### config.mk
export PLATFORM = sky130hd
export DESIGN_NAME = line_pixel_rasterizer
export DESIGN_NICKNAME = d
export VERILOG_FILES = /design/src/rtl/lpr_pkg.sv /design/src/rtl/line_pixel_rasterizer.sv /design/src/rtl/lpr_front.sv /design/src/rtl/lpr_queue.sv /design/src/rtl/lpr_back.sv
export SDC_FILE = /design/constraint.sdc
export NUM_CORES = 1
export LEC_CHECK = 0
export ABC_AREA = 1
export BUFFER_PORTS_ARGS = -buffer_cell sky130_fd_sc_hd__buf_2
export CORE_UTILIZATION = 60
export DETAILED_ROUTE_END_ITERATION = 10
export GPL_TIMING_DRIVEN = 0
export PLACE_DENSITY = 0.85
export SLEW_MARGIN = 20
export SYNTH_ARGS = -nofsm -noshare
export SYNTH_HDL_FRONTEND = slang
export SYNTH_SLANG_ARGS = --single-unit
### constraint.sdc
create_clock -name clk -period 5.66 [get_ports clk]
set_input_delay 0.849 -clock clk [delete_from_list [all_inputs] [get_ports clk]]
set_output_delay 0.849 -clock clk [all_outputs]
set_load 0.02 [all_outputs]
### src/rtl/lpr_pkg.sv
// shared types and constants of the line pixel rasterizer
// used by lpr_front, lpr_queue, lpr_back and line_pixel_rasterizer; no dependencies
package lpr_pkg;

  localparam int COORD_W     = 12;
  localparam int IN_TDATA_W  = 56;
  localparam int OUT_TDATA_W = 32;
  localparam int QUEUE_DEPTH = 4;
  localparam int QPTR_W      = $clog2(QUEUE_DEPTH);

  // command codes carried in s_tuser
  localparam logic CMD_ADVANCE = 1'b0;
  localparam logic CMD_START   = 1'b1;

  typedef enum logic [1:0] {
    KIND_XMAJOR = 2'd0,
    KIND_YMAJOR = 2'd1,
    KIND_VERT   = 2'd2,
    KIND_HORZ   = 2'd3
  } lpr_kind_t;

  // one classified item between front and back
  typedef struct packed {
    logic                       start;
    lpr_kind_t                  kind;
    logic [1:0]                 gray;
    logic                       dotted;
    logic                       x_neg;
    logic                       y_neg;
    logic signed [COORD_W-1:0]  cur_x;
    logic signed [COORD_W-1:0]  cur_y;
    logic signed [COORD_W-1:0]  stop_x;
    logic signed [COORD_W-1:0]  stop_y;
    logic signed [14:0]         decision;
    logic signed [13:0]         step_lo;  // added while the decision term is negative
    logic signed [13:0]         step_hi;  // added otherwise, minor axis also steps
  } lpr_entry_t;

endpackage

### src/rtl/line_pixel_rasterizer.sv
// an advance item runs through the input register, the queue and the output register
// one item per cycle; a start item gives no output, an advance one pixel while a line is active
// the back end stepper sets the rate: one queue entry per cycle, held while m_tready stalls
// reset: synchronous active-high rst clears dotted_pattern, the queue and the active line
// top level, instantiates lpr_front, lpr_queue and lpr_back; depends on lpr_pkg
module line_pixel_rasterizer #(
  parameter int DISPLAY_WIDTH  = 256,
  parameter int DISPLAY_HEIGHT = 64
) (
  input  logic                                clk,
  input  logic                                rst,
  input  logic                                s_tvalid,
  output logic                                s_tready,
  // x_start[11:0], y_start[23:12], x_end[35:24], y_end[47:36], gray_level[49:48], zero pad
  input  logic [lpr_pkg::IN_TDATA_W-1:0]      s_tdata,
  // cmd
  input  logic                                s_tuser,
  input  logic                                cfg_valid,
  output logic                                cfg_ready,
  input  logic                                cfg_data,
  output logic                                m_tvalid,
  input  logic                                m_tready,
  // pixel_x[11:0], pixel_y[23:12], pixel_gray[25:24], zero pad
  output logic [lpr_pkg::OUT_TDATA_W-1:0]     m_tdata,
  // on_screen
  output logic                                m_tuser,
  // last_pixel
  output logic                                m_tlast
);

  logic                 q_wr, q_full, q_rd, q_valid;
  lpr_pkg::lpr_entry_t  q_wdata, q_rdata;

  // classification front end
  lpr_front u_front (
    .clk       (clk),
    .rst       (rst),
    .s_tvalid  (s_tvalid),
    .s_tready  (s_tready),
    .s_tdata   (s_tdata),
    .s_tuser   (s_tuser),
    .cfg_valid (cfg_valid),
    .cfg_ready (cfg_ready),
    .cfg_data  (cfg_data),
    .q_wr      (q_wr),
    .q_full    (q_full),
    .q_wdata   (q_wdata)
  );

  // decoupling queue
  lpr_queue u_queue (
    .clk    (clk),
    .rst    (rst),
    .wr     (q_wr),
    .wdata  (q_wdata),
    .full   (q_full),
    .rd     (q_rd),
    .rvalid (q_valid),
    .rdata  (q_rdata)
  );

  // pixel stepper
  lpr_back #(
    .DISPLAY_WIDTH  (DISPLAY_WIDTH),
    .DISPLAY_HEIGHT (DISPLAY_HEIGHT)
  ) u_back (
    .clk      (clk),
    .rst      (rst),
    .q_valid  (q_valid),
    .q_rdata  (q_rdata),
    .q_rd     (q_rd),
    .m_tvalid (m_tvalid),
    .m_tready (m_tready),
    .m_tdata  (m_tdata),
    .m_tuser  (m_tuser),
    .m_tlast  (m_tlast)
  );

endmodule

### src/rtl/lpr_front.sv
// front end: accepts items, holds the dotted_pattern register, classifies start items
// depends on lpr_pkg
module lpr_front (
  input  logic                                clk,
  input  logic                                rst,
  input  logic                                s_tvalid,
  output logic                                s_tready,
  input  logic [lpr_pkg::IN_TDATA_W-1:0]      s_tdata,
  input  logic                                s_tuser,
  input  logic                                cfg_valid,
  output logic                                cfg_ready,
  input  logic                                cfg_data,
  output logic                                q_wr,
  input  logic                                q_full,
  output lpr_pkg::lpr_entry_t                 q_wdata
);

  logic                     dotted_pattern;
  logic                     r_valid;
  logic                     r_cmd;
  logic signed [11:0]       r_x0, r_y0, r_x1, r_y1;
  logic [1:0]               r_gray;
  logic                     r_dotted;
  logic signed [12:0]       r_dx, r_dy;

  logic [12:0]              abs_dx13, abs_dy13;
  logic [11:0]              abs_dx, abs_dy;
  logic                     x_major;
  logic signed [13:0]       twice_dx, twice_dy;
  lpr_pkg::lpr_entry_t      ent;

  assign cfg_ready = 1'b1;
  assign s_tready  = !r_valid || !q_full;

  // configuration register
  always_ff @(posedge clk) begin
    if (rst) begin
      dotted_pattern <= 1'b0;
    end else if (cfg_valid) begin
      dotted_pattern <= cfg_data;
    end
  end

  // input register with endpoint differences
  always_ff @(posedge clk) begin
    if (rst) begin
      r_valid <= 1'b0;
    end else if (s_tready) begin
      r_valid <= s_tvalid;
    end
  end

  always_ff @(posedge clk) begin
    if (s_tvalid && s_tready) begin
      r_cmd    <= s_tuser;
      r_x0     <= s_tdata[11:0];
      r_y0     <= s_tdata[23:12];
      r_x1     <= s_tdata[35:24];
      r_y1     <= s_tdata[47:36];
      r_gray   <= s_tdata[49:48];
      r_dotted <= dotted_pattern;
      r_dx     <= $signed({s_tdata[35], s_tdata[35:24]}) - $signed({s_tdata[11], s_tdata[11:0]});
      r_dy     <= $signed({s_tdata[47], s_tdata[47:36]}) - $signed({s_tdata[23], s_tdata[23:12]});
    end
  end

  // magnitudes and major axis
  assign abs_dx13 = r_dx[12] ? 13'(-r_dx) : 13'(r_dx);
  assign abs_dy13 = r_dy[12] ? 13'(-r_dy) : 13'(r_dy);
  assign abs_dx   = abs_dx13[11:0];
  assign abs_dy   = abs_dy13[11:0];
  assign x_major  = abs_dx >= abs_dy;
  assign twice_dx = $signed({1'b0, abs_dx, 1'b0});
  assign twice_dy = $signed({1'b0, abs_dy, 1'b0});

  // classify the line and build the queue entry
  always_comb begin
    ent          = '0;
    ent.start    = (r_cmd == lpr_pkg::CMD_START);
    ent.gray     = r_gray;
    ent.dotted   = r_dotted;
    ent.x_neg    = r_dx[12];
    ent.y_neg    = r_dy[12];
    ent.cur_x    = r_x0;
    ent.cur_y    = r_y0;
    ent.stop_x   = r_x1;
    ent.stop_y   = r_y1;
    priority if (r_dx == 13'sd0) begin
      ent.kind   = lpr_pkg::KIND_VERT;
      ent.stop_x = r_x0;
      ent.cur_y  = r_dy[12] ? r_y1 : r_y0;
      ent.stop_y = r_dy[12] ? r_y0 : r_y1;
    end else if (r_dy == 13'sd0) begin
      ent.kind   = lpr_pkg::KIND_HORZ;
      ent.stop_y = r_y0;
      ent.cur_x  = r_dx[12] ? r_x1 : r_x0;
      ent.stop_x = r_dx[12] ? r_x0 : r_x1;
    end else if (x_major) begin
      ent.kind     = lpr_pkg::KIND_XMAJOR;
      ent.decision = $signed({1'b0, twice_dy}) - $signed({3'b0, abs_dx});
      ent.step_lo  = twice_dy;
      ent.step_hi  = twice_dy - twice_dx;
    end else begin
      ent.kind     = lpr_pkg::KIND_YMAJOR;
      ent.decision = $signed({1'b0, twice_dx}) - $signed({3'b0, abs_dy});
      ent.step_lo  = twice_dx;
      ent.step_hi  = twice_dx - twice_dy;
    end
  end

  assign q_wr    = r_valid && !q_full;
  assign q_wdata = ent;

endmodule

### src/rtl/lpr_queue.sv
// short queue of classified items between front end and pixel stepper
// depends on lpr_pkg
module lpr_queue (
  input  logic                 clk,
  input  logic                 rst,
  input  logic                 wr,
  input  lpr_pkg::lpr_entry_t  wdata,
  output logic                 full,
  input  logic                 rd,
  output logic                 rvalid,
  output lpr_pkg::lpr_entry_t  rdata
);

  lpr_pkg::lpr_entry_t          slots [lpr_pkg::QUEUE_DEPTH];
  logic [lpr_pkg::QPTR_W-1:0]   wr_ptr, rd_ptr;
  logic [lpr_pkg::QPTR_W:0]     count;

  assign full   = (count == (lpr_pkg::QPTR_W+1)'(lpr_pkg::QUEUE_DEPTH));
  assign rvalid = (count != '0);
  assign rdata  = slots[rd_ptr];

  // storage
  always_ff @(posedge clk) begin
    if (wr) begin
      slots[wr_ptr] <= wdata;
    end
  end

  // pointers and fill count
  always_ff @(posedge clk) begin
    if (rst) begin
      wr_ptr <= '0;
      rd_ptr <= '0;
      count  <= '0;
    end else begin
      if (wr) begin
        wr_ptr <= wr_ptr + 1'b1;
      end
      if (rd) begin
        rd_ptr <= rd_ptr + 1'b1;
      end
      count <= count + (lpr_pkg::QPTR_W+1)'(wr) - (lpr_pkg::QPTR_W+1)'(rd);
    end
  end

endmodule

### src/rtl/lpr_back.sv
// back end: line state, bresenham stepper and output register
// depends on lpr_pkg
module lpr_back #(
  parameter int DISPLAY_WIDTH  = 256,
  parameter int DISPLAY_HEIGHT = 64
) (
  input  logic                                clk,
  input  logic                                rst,
  input  logic                                q_valid,
  input  lpr_pkg::lpr_entry_t                 q_rdata,
  output logic                                q_rd,
  output logic                                m_tvalid,
  input  logic                                m_tready,
  output logic [lpr_pkg::OUT_TDATA_W-1:0]     m_tdata,
  output logic                                m_tuser,
  output logic                                m_tlast
);

  localparam logic [11:0] WIDTH_L  = 12'(DISPLAY_WIDTH);
  localparam logic [11:0] HEIGHT_L = 12'(DISPLAY_HEIGHT);

  logic                 active;
  lpr_pkg::lpr_kind_t   kind;
  logic [1:0]           gray;
  logic                 dotted, x_neg, y_neg;
  logic signed [11:0]   cur_x, cur_y, stop_x, stop_y;
  logic signed [14:0]   decision;
  logic signed [13:0]   step_lo, step_hi;

  logic signed [11:0]   cur_x_next, cur_y_next;
  logic signed [14:0]   decision_next;
  logic                 last;
  logic signed [12:0]   step_ax;
  logic signed [12:0]   diff_x, diff_y;
  logic signed [11:0]   sx, sy;
  logic signed [14:0]   dec_sum;
  logic                 on_screen;
  logic                 out_free, emit;

  logic signed [11:0]   px, py;
  logic [1:0]           pg;
  logic                 pon, plast;

  // handshake between queue, line state and output register
  assign out_free = !m_tvalid || m_tready;
  assign emit     = q_valid && !q_rdata.start && active && out_free;
  assign q_rd     = q_valid && (q_rdata.start || !active || out_free);

  // pixel visibility
  assign on_screen = !cur_x[11] && ({1'b0, cur_x[10:0]} < WIDTH_L) &&
                     !cur_y[11] && ({1'b0, cur_y[10:0]} < HEIGHT_L);

  // one step of the line
  always_comb begin
    step_ax       = dotted ? 13'sd2 : 13'sd1;
    diff_x        = $signed({stop_x[11], stop_x}) - $signed({cur_x[11], cur_x});
    diff_y        = $signed({stop_y[11], stop_y}) - $signed({cur_y[11], cur_y});
    sx            = x_neg ? -12'sd1 : 12'sd1;
    sy            = y_neg ? -12'sd1 : 12'sd1;
    dec_sum       = decision[14] ? (decision + 15'(step_lo)) : (decision + 15'(step_hi));
    cur_x_next    = cur_x;
    cur_y_next    = cur_y;
    decision_next = decision;
    last          = 1'b0;
    unique case (kind)
      lpr_pkg::KIND_VERT: begin
        last       = diff_y < step_ax;
        cur_y_next = cur_y + step_ax[11:0];
      end
      lpr_pkg::KIND_HORZ: begin
        last       = diff_x < step_ax;
        cur_x_next = cur_x + step_ax[11:0];
      end
      lpr_pkg::KIND_XMAJOR: begin
        last = (cur_x == stop_x);
        if (!last) begin
          cur_x_next    = cur_x + sx;
          decision_next = dec_sum;
          if (!decision[14]) begin
            cur_y_next = cur_y + sy;
          end
        end
      end
      lpr_pkg::KIND_YMAJOR: begin
        last = (cur_y == stop_y);
        if (!last) begin
          cur_y_next    = cur_y + sy;
          decision_next = dec_sum;
          if (!decision[14]) begin
            cur_x_next = cur_x + sx;
          end
        end
      end
      default: begin
        last = 1'b1;
      end
    endcase
  end

  // line active flag
  always_ff @(posedge clk) begin
    if (rst) begin
      active <= 1'b0;
    end else if (q_rd) begin
      if (q_rdata.start) begin
        active <= 1'b1;
      end else if (emit && last) begin
        active <= 1'b0;
      end
    end
  end

  // line state
  always_ff @(posedge clk) begin
    if (q_rd && q_rdata.start) begin
      kind     <= q_rdata.kind;
      gray     <= q_rdata.gray;
      dotted   <= q_rdata.dotted;
      x_neg    <= q_rdata.x_neg;
      y_neg    <= q_rdata.y_neg;
      cur_x    <= q_rdata.cur_x;
      cur_y    <= q_rdata.cur_y;
      stop_x   <= q_rdata.stop_x;
      stop_y   <= q_rdata.stop_y;
      decision <= q_rdata.decision;
      step_lo  <= q_rdata.step_lo;
      step_hi  <= q_rdata.step_hi;
    end else if (emit) begin
      cur_x    <= cur_x_next;
      cur_y    <= cur_y_next;
      decision <= decision_next;
    end
  end

  // output register
  always_ff @(posedge clk) begin
    if (rst) begin
      m_tvalid <= 1'b0;
    end else if (emit) begin
      m_tvalid <= 1'b1;
    end else if (m_tready) begin
      m_tvalid <= 1'b0;
    end
  end

  always_ff @(posedge clk) begin
    if (emit) begin
      px    <= cur_x;
      py    <= cur_y;
      pg    <= gray;
      pon   <= on_screen;
      plast <= last;
    end
  end

  assign m_tdata = {6'b0, pg, py, px};
  assign m_tuser = pon;
  assign m_tlast = plast;

endmodule

==> flow_summary_export.csv <==
group,metric,value,unit
power_and_ir_drop,comb_power_share,0.484,
outcome,status,"complete, no violations",
sta,worst_pin_slew,1.19,ns
critical_path,startpoint_type,"flop",
power_and_ir_drop,worst_ir_drop_vdd,0.311,mV
sta,fin_ws,0.489,ns
finish,final_nets,3251,
clock_tree,max-clock-path-buffers,3,
sta,period_minus_slack,5.17,ns
critical_path,cp_num_buf_inv,3,
finish,antenna_cells,0,
floorplanning,fp.dieH,225,um
critical_path,crit_fanout,10,
place,gp_congestion,0.940,
sta,max_freq,193,MHz
synthesis,yosysSeqAreaShare,0.591,
floorplanning,die_area,50400,um2
synthesis,ys_ff_latch,589,
clock_tree,cts_tree,"built",
synthesis,ys_warn_count,0,
global_routing,grt_max_degree,66,
synthesis,yosys-top-cells-area,"edfxtp_1 58%, ha_1 6.1%, o21ai_0 5.4%",
power_and_ir_drop,switching_power,8.99,mW
global_routing,first_global_vias,22134,
floorplanning,dieWidth,225,um
floorplanning,ios,100,
routing,viasPerCell,6.15,
floorplanning,initial_core_util,0.607,
power_and_ir_drop,switching_share,0.438,
global_routing,grt.overflow.total,0,
global_routing,grt_pass1_wl,124000,um
clock_tree,cts_resized,0,
sta,tns,0,ns
sta,finalHoldViolCount,0,
critical_path,critPathSlowestCell,"a211oi_1",
routing,drc,0,
finish,syn_to_final_growth,12.1,%
sta,report.final.slew_viol_count,0,
sta,fin_worst_skew,0.0185,ns
sta,max_slew_margin,0.204,
critical_path,critPathArrivalTime,5.44,ns
power_and_ir_drop,power_density,615,nW/um2
routing,dr_wl_met3,8830,um
synthesis,netlist.area_leader.share,0.582,
place,postPlaceCellArea,31500,um2
routing,via_count,22984,
routing,routed_wirelength,82100,um
synthesis,yosys.area.top_type,"edfxtp_1",
place,pre_cts_slack,0.660,ns
clock_tree,clock_latency,0.64,ns
clock_tree,clk_pin_slew,0.07,ns
clock_tree,htree_levels,2,
place,io_buffers,86,
critical_path,endpoint_kind,"flop",
routing,drt-pass1-iter-count,6,
power_and_ir_drop,seqPwrFrac,0.333,
synthesis,synth_top_flop_cell,"edfxtp_1",
synthesis,avgSynthCellArea,10.4,um2
routing,wl_per_cell,22.0,um
global_routing,antenna_found_initial,0,
synthesis,ys_types,62,
clock_tree,root_buffer,"clkbuf_16",
clock_tree,cts_hold_buf,0,
synthesis,synth_edf_count,576,
sta,rsz0062_at_grt,"no",
finish,drive_gt1_frac,0.0898,
power_and_ir_drop,power.internal,11.5,mW
clock_tree,cts_sinks,589,
routing,drt_first_iter_violations,3307,
sta,final-setup-viol-count,0,
critical_path,crit_path_cell_trace,"inv_1, ha_1, inv_1, nor3_2, nand3_1, nor3_2, nand2_1, nand2_1, xor2_1, ha_1, nand2_1, nor4_2, o21ai_1, nand2_4, buf_6, nor2_1, a211oi_1",
hold_path,hp-class,"in -> reg",
synthesis,async_flop_share,0,
global_routing,grt_use_total,0.325,
routing,wl_met1,31600,um
synthesis,syn-cell-area,29700,um2
routing,dr.max_layer_used,"met4",
critical_path,slowest_delay,0.96,ns
finish,final_util,0.681,
power_and_ir_drop,power.leakage,13.0,nW
sta,finalCritPeriodShare,0.914,
power_and_ir_drop,clock_power_share,0.183,
routing,final_antenna_net_count,0,
critical_path,cp_common_cell,"nand2_1",
clock_tree,post_cts_buffers,0,
floorplanning,num_rows,81,
critical_path,cp.required,5.93,ns
place,hpwl,59200,um
floorplanning,coreArea,49000,um2
routing,wl_met2,38300,um
clock_tree,cts_buffers,57,
run,maxCapViolations,0,
critical_path,path_class,"reg -> reg",
critical_path,critical-path-top-delay-family,"simple AND/OR/NAND/NOR gates",
finish,finalInstanceArea,33300,um2
synthesis,synthCells,2858,
==> logic make-up after synthesis <==
logic type / synth area share
muxes: 0.00556
buffers and inverters: 0.0533
AOI/OAI and AO/OA: 0.128
xor gates and xnor gates: 0.0238
and+or+nand+nor: 0.128
other: 0.000253
DFF: 0.591
adders and majority gates: 0.0705
==> cell usage in the layout (no fill, tap or decap), types with 7 or more instances in the layout <==
cell type and count:
a21oi_1 183, a31oi_1 24, buf_12 11, buf_16 8
buf_2 96, buf_4 19, clkbuf_1 87, clkbuf_16 57
clkinv_1 9, clkinv_2 8, conb_1 7, dfxtp_1 13
edfxtp_1 576, fa_1 14, ha_1 145, inv_1 274
inv_2 8, mux2_2 12, nand2_1 408, nand3_1 81
nand4_1 16, nor2_1 353, nor3_1 16, o21ai_0 320
o21ai_1 23, o21bai_1 8, o22ai_1 93, or2_2 14
xnor2_1 21, xor2_1 58
==> stage by stage <==
stage	total power [mW]	instances	hold WS, ns
2_1_floorplan	13.3	2863	0.400
3_3_place_gp	16.0	3613	0.403
3_5_place_dp	16.4	3634	0.424
4_1_cts	20.2	3736	0.375
5_1_grt	21.6	3736	0.374
6_report	20.5	3736	0.396
==> area by class of cell <==
| type | instances | area [um2] |
|---|---|---|
| sequential | 589 | 17600 |
| fill | 3379 | 15600 |
| multi-input combinational | 1881 | 10700 |
| clock buffer | 70 | 1480 |
| inverter | 284 | 1070 |
| timing repair buffer | 107 | 890 |
| tap | 664 | 831 |
| buffer | 109 | 519 |
| clock inverter | 32 | 345 |
==> layer usage <==
layer / vias to the layer above / GRT usage
li1: 10370 / -
met1: 10861 / 0.439
met2: 1525 / 0.529
met3: 228 / 0.0532
met4: 0 / 0.131
met5: - / 0
==> sequential cells by signal, indices dropped and copies added (netlist names), 3 cells and up, named ones only <==
name / count
u_queue.slots: 376
u_back.decision: 14
u_back.step_hi: 13
u_front.r_dx: 13
u_front.r_dy: 13
u_back.cur_x: 12
u_back.cur_y: 12
u_back.px: 12
u_back.py: 12
u_back.step_lo: 12
u_back.stop_x: 12
u_back.stop_y: 12
u_front.r_x0: 12
u_front.r_x1: 12
u_front.r_y0: 12
u_front.r_y1: 12
u_queue.count: 3
==> worst paths after layout <==
check,cells past startpoint,slack (ns),to,startpoint
setup / recovery,17,0.49,u_queue.slots[1][30],u_front.r_dx[0]
hold reg to reg,0,0.44,u_back.pg[1],u_back.gray[1]
hold / removal,1,0.40,u_front.r_gray[0],s_tdata[48]
setup reg to reg,17,0.49,u_queue.slots[1][30],u_front.r_dx[0]
==> power by group through the flow <==
stage | registers, mW | clock network [mW] | logic [mW]
after detailed placement | 6.90 | 0 | 9.52
after global routing | 6.89 | 3.90 | 10.8
final | 6.84 | 3.75 | 9.92
after global placement | 6.93 | 0 | 9.05
after CTS | 6.82 | 3.74 | 9.66
after floorplan | 6.78 | 0 | 6.52
==> cells in the mapped netlist (3+ instances only) <==
library cell	n
edfxtp_1	576
nand2_1	408
nor2_1	357
o21ai_0	320
inv_1	276
a21oi_1	185
ha_1	145
o22ai_1	93
nand3_1	81
clkbuf_1	74
xor2_1	58
a31oi_1	24
o21ai_1	23
xnor2_1	21
buf_4	17
nand4_1	16
nor3_1	16
fa_1	14
or2_2	14
dfxtp_1	13
mux2_2	12
buf_2	11
o21bai_1	8
inv_2	7
a211oi_1	6
a21o_1	6
nand3b_1	6
nor3_2	5
buf_6	4
nor3b_1	4
nor4_1	4
o2111ai_1	4
o21a_1	4
o31ai_1	4
a221oi_1	3
and2_1	3
buf_1	3
mux2i_1	3
o221ai_1	3
Note: power is estimated with default switching activity, not from simulation.
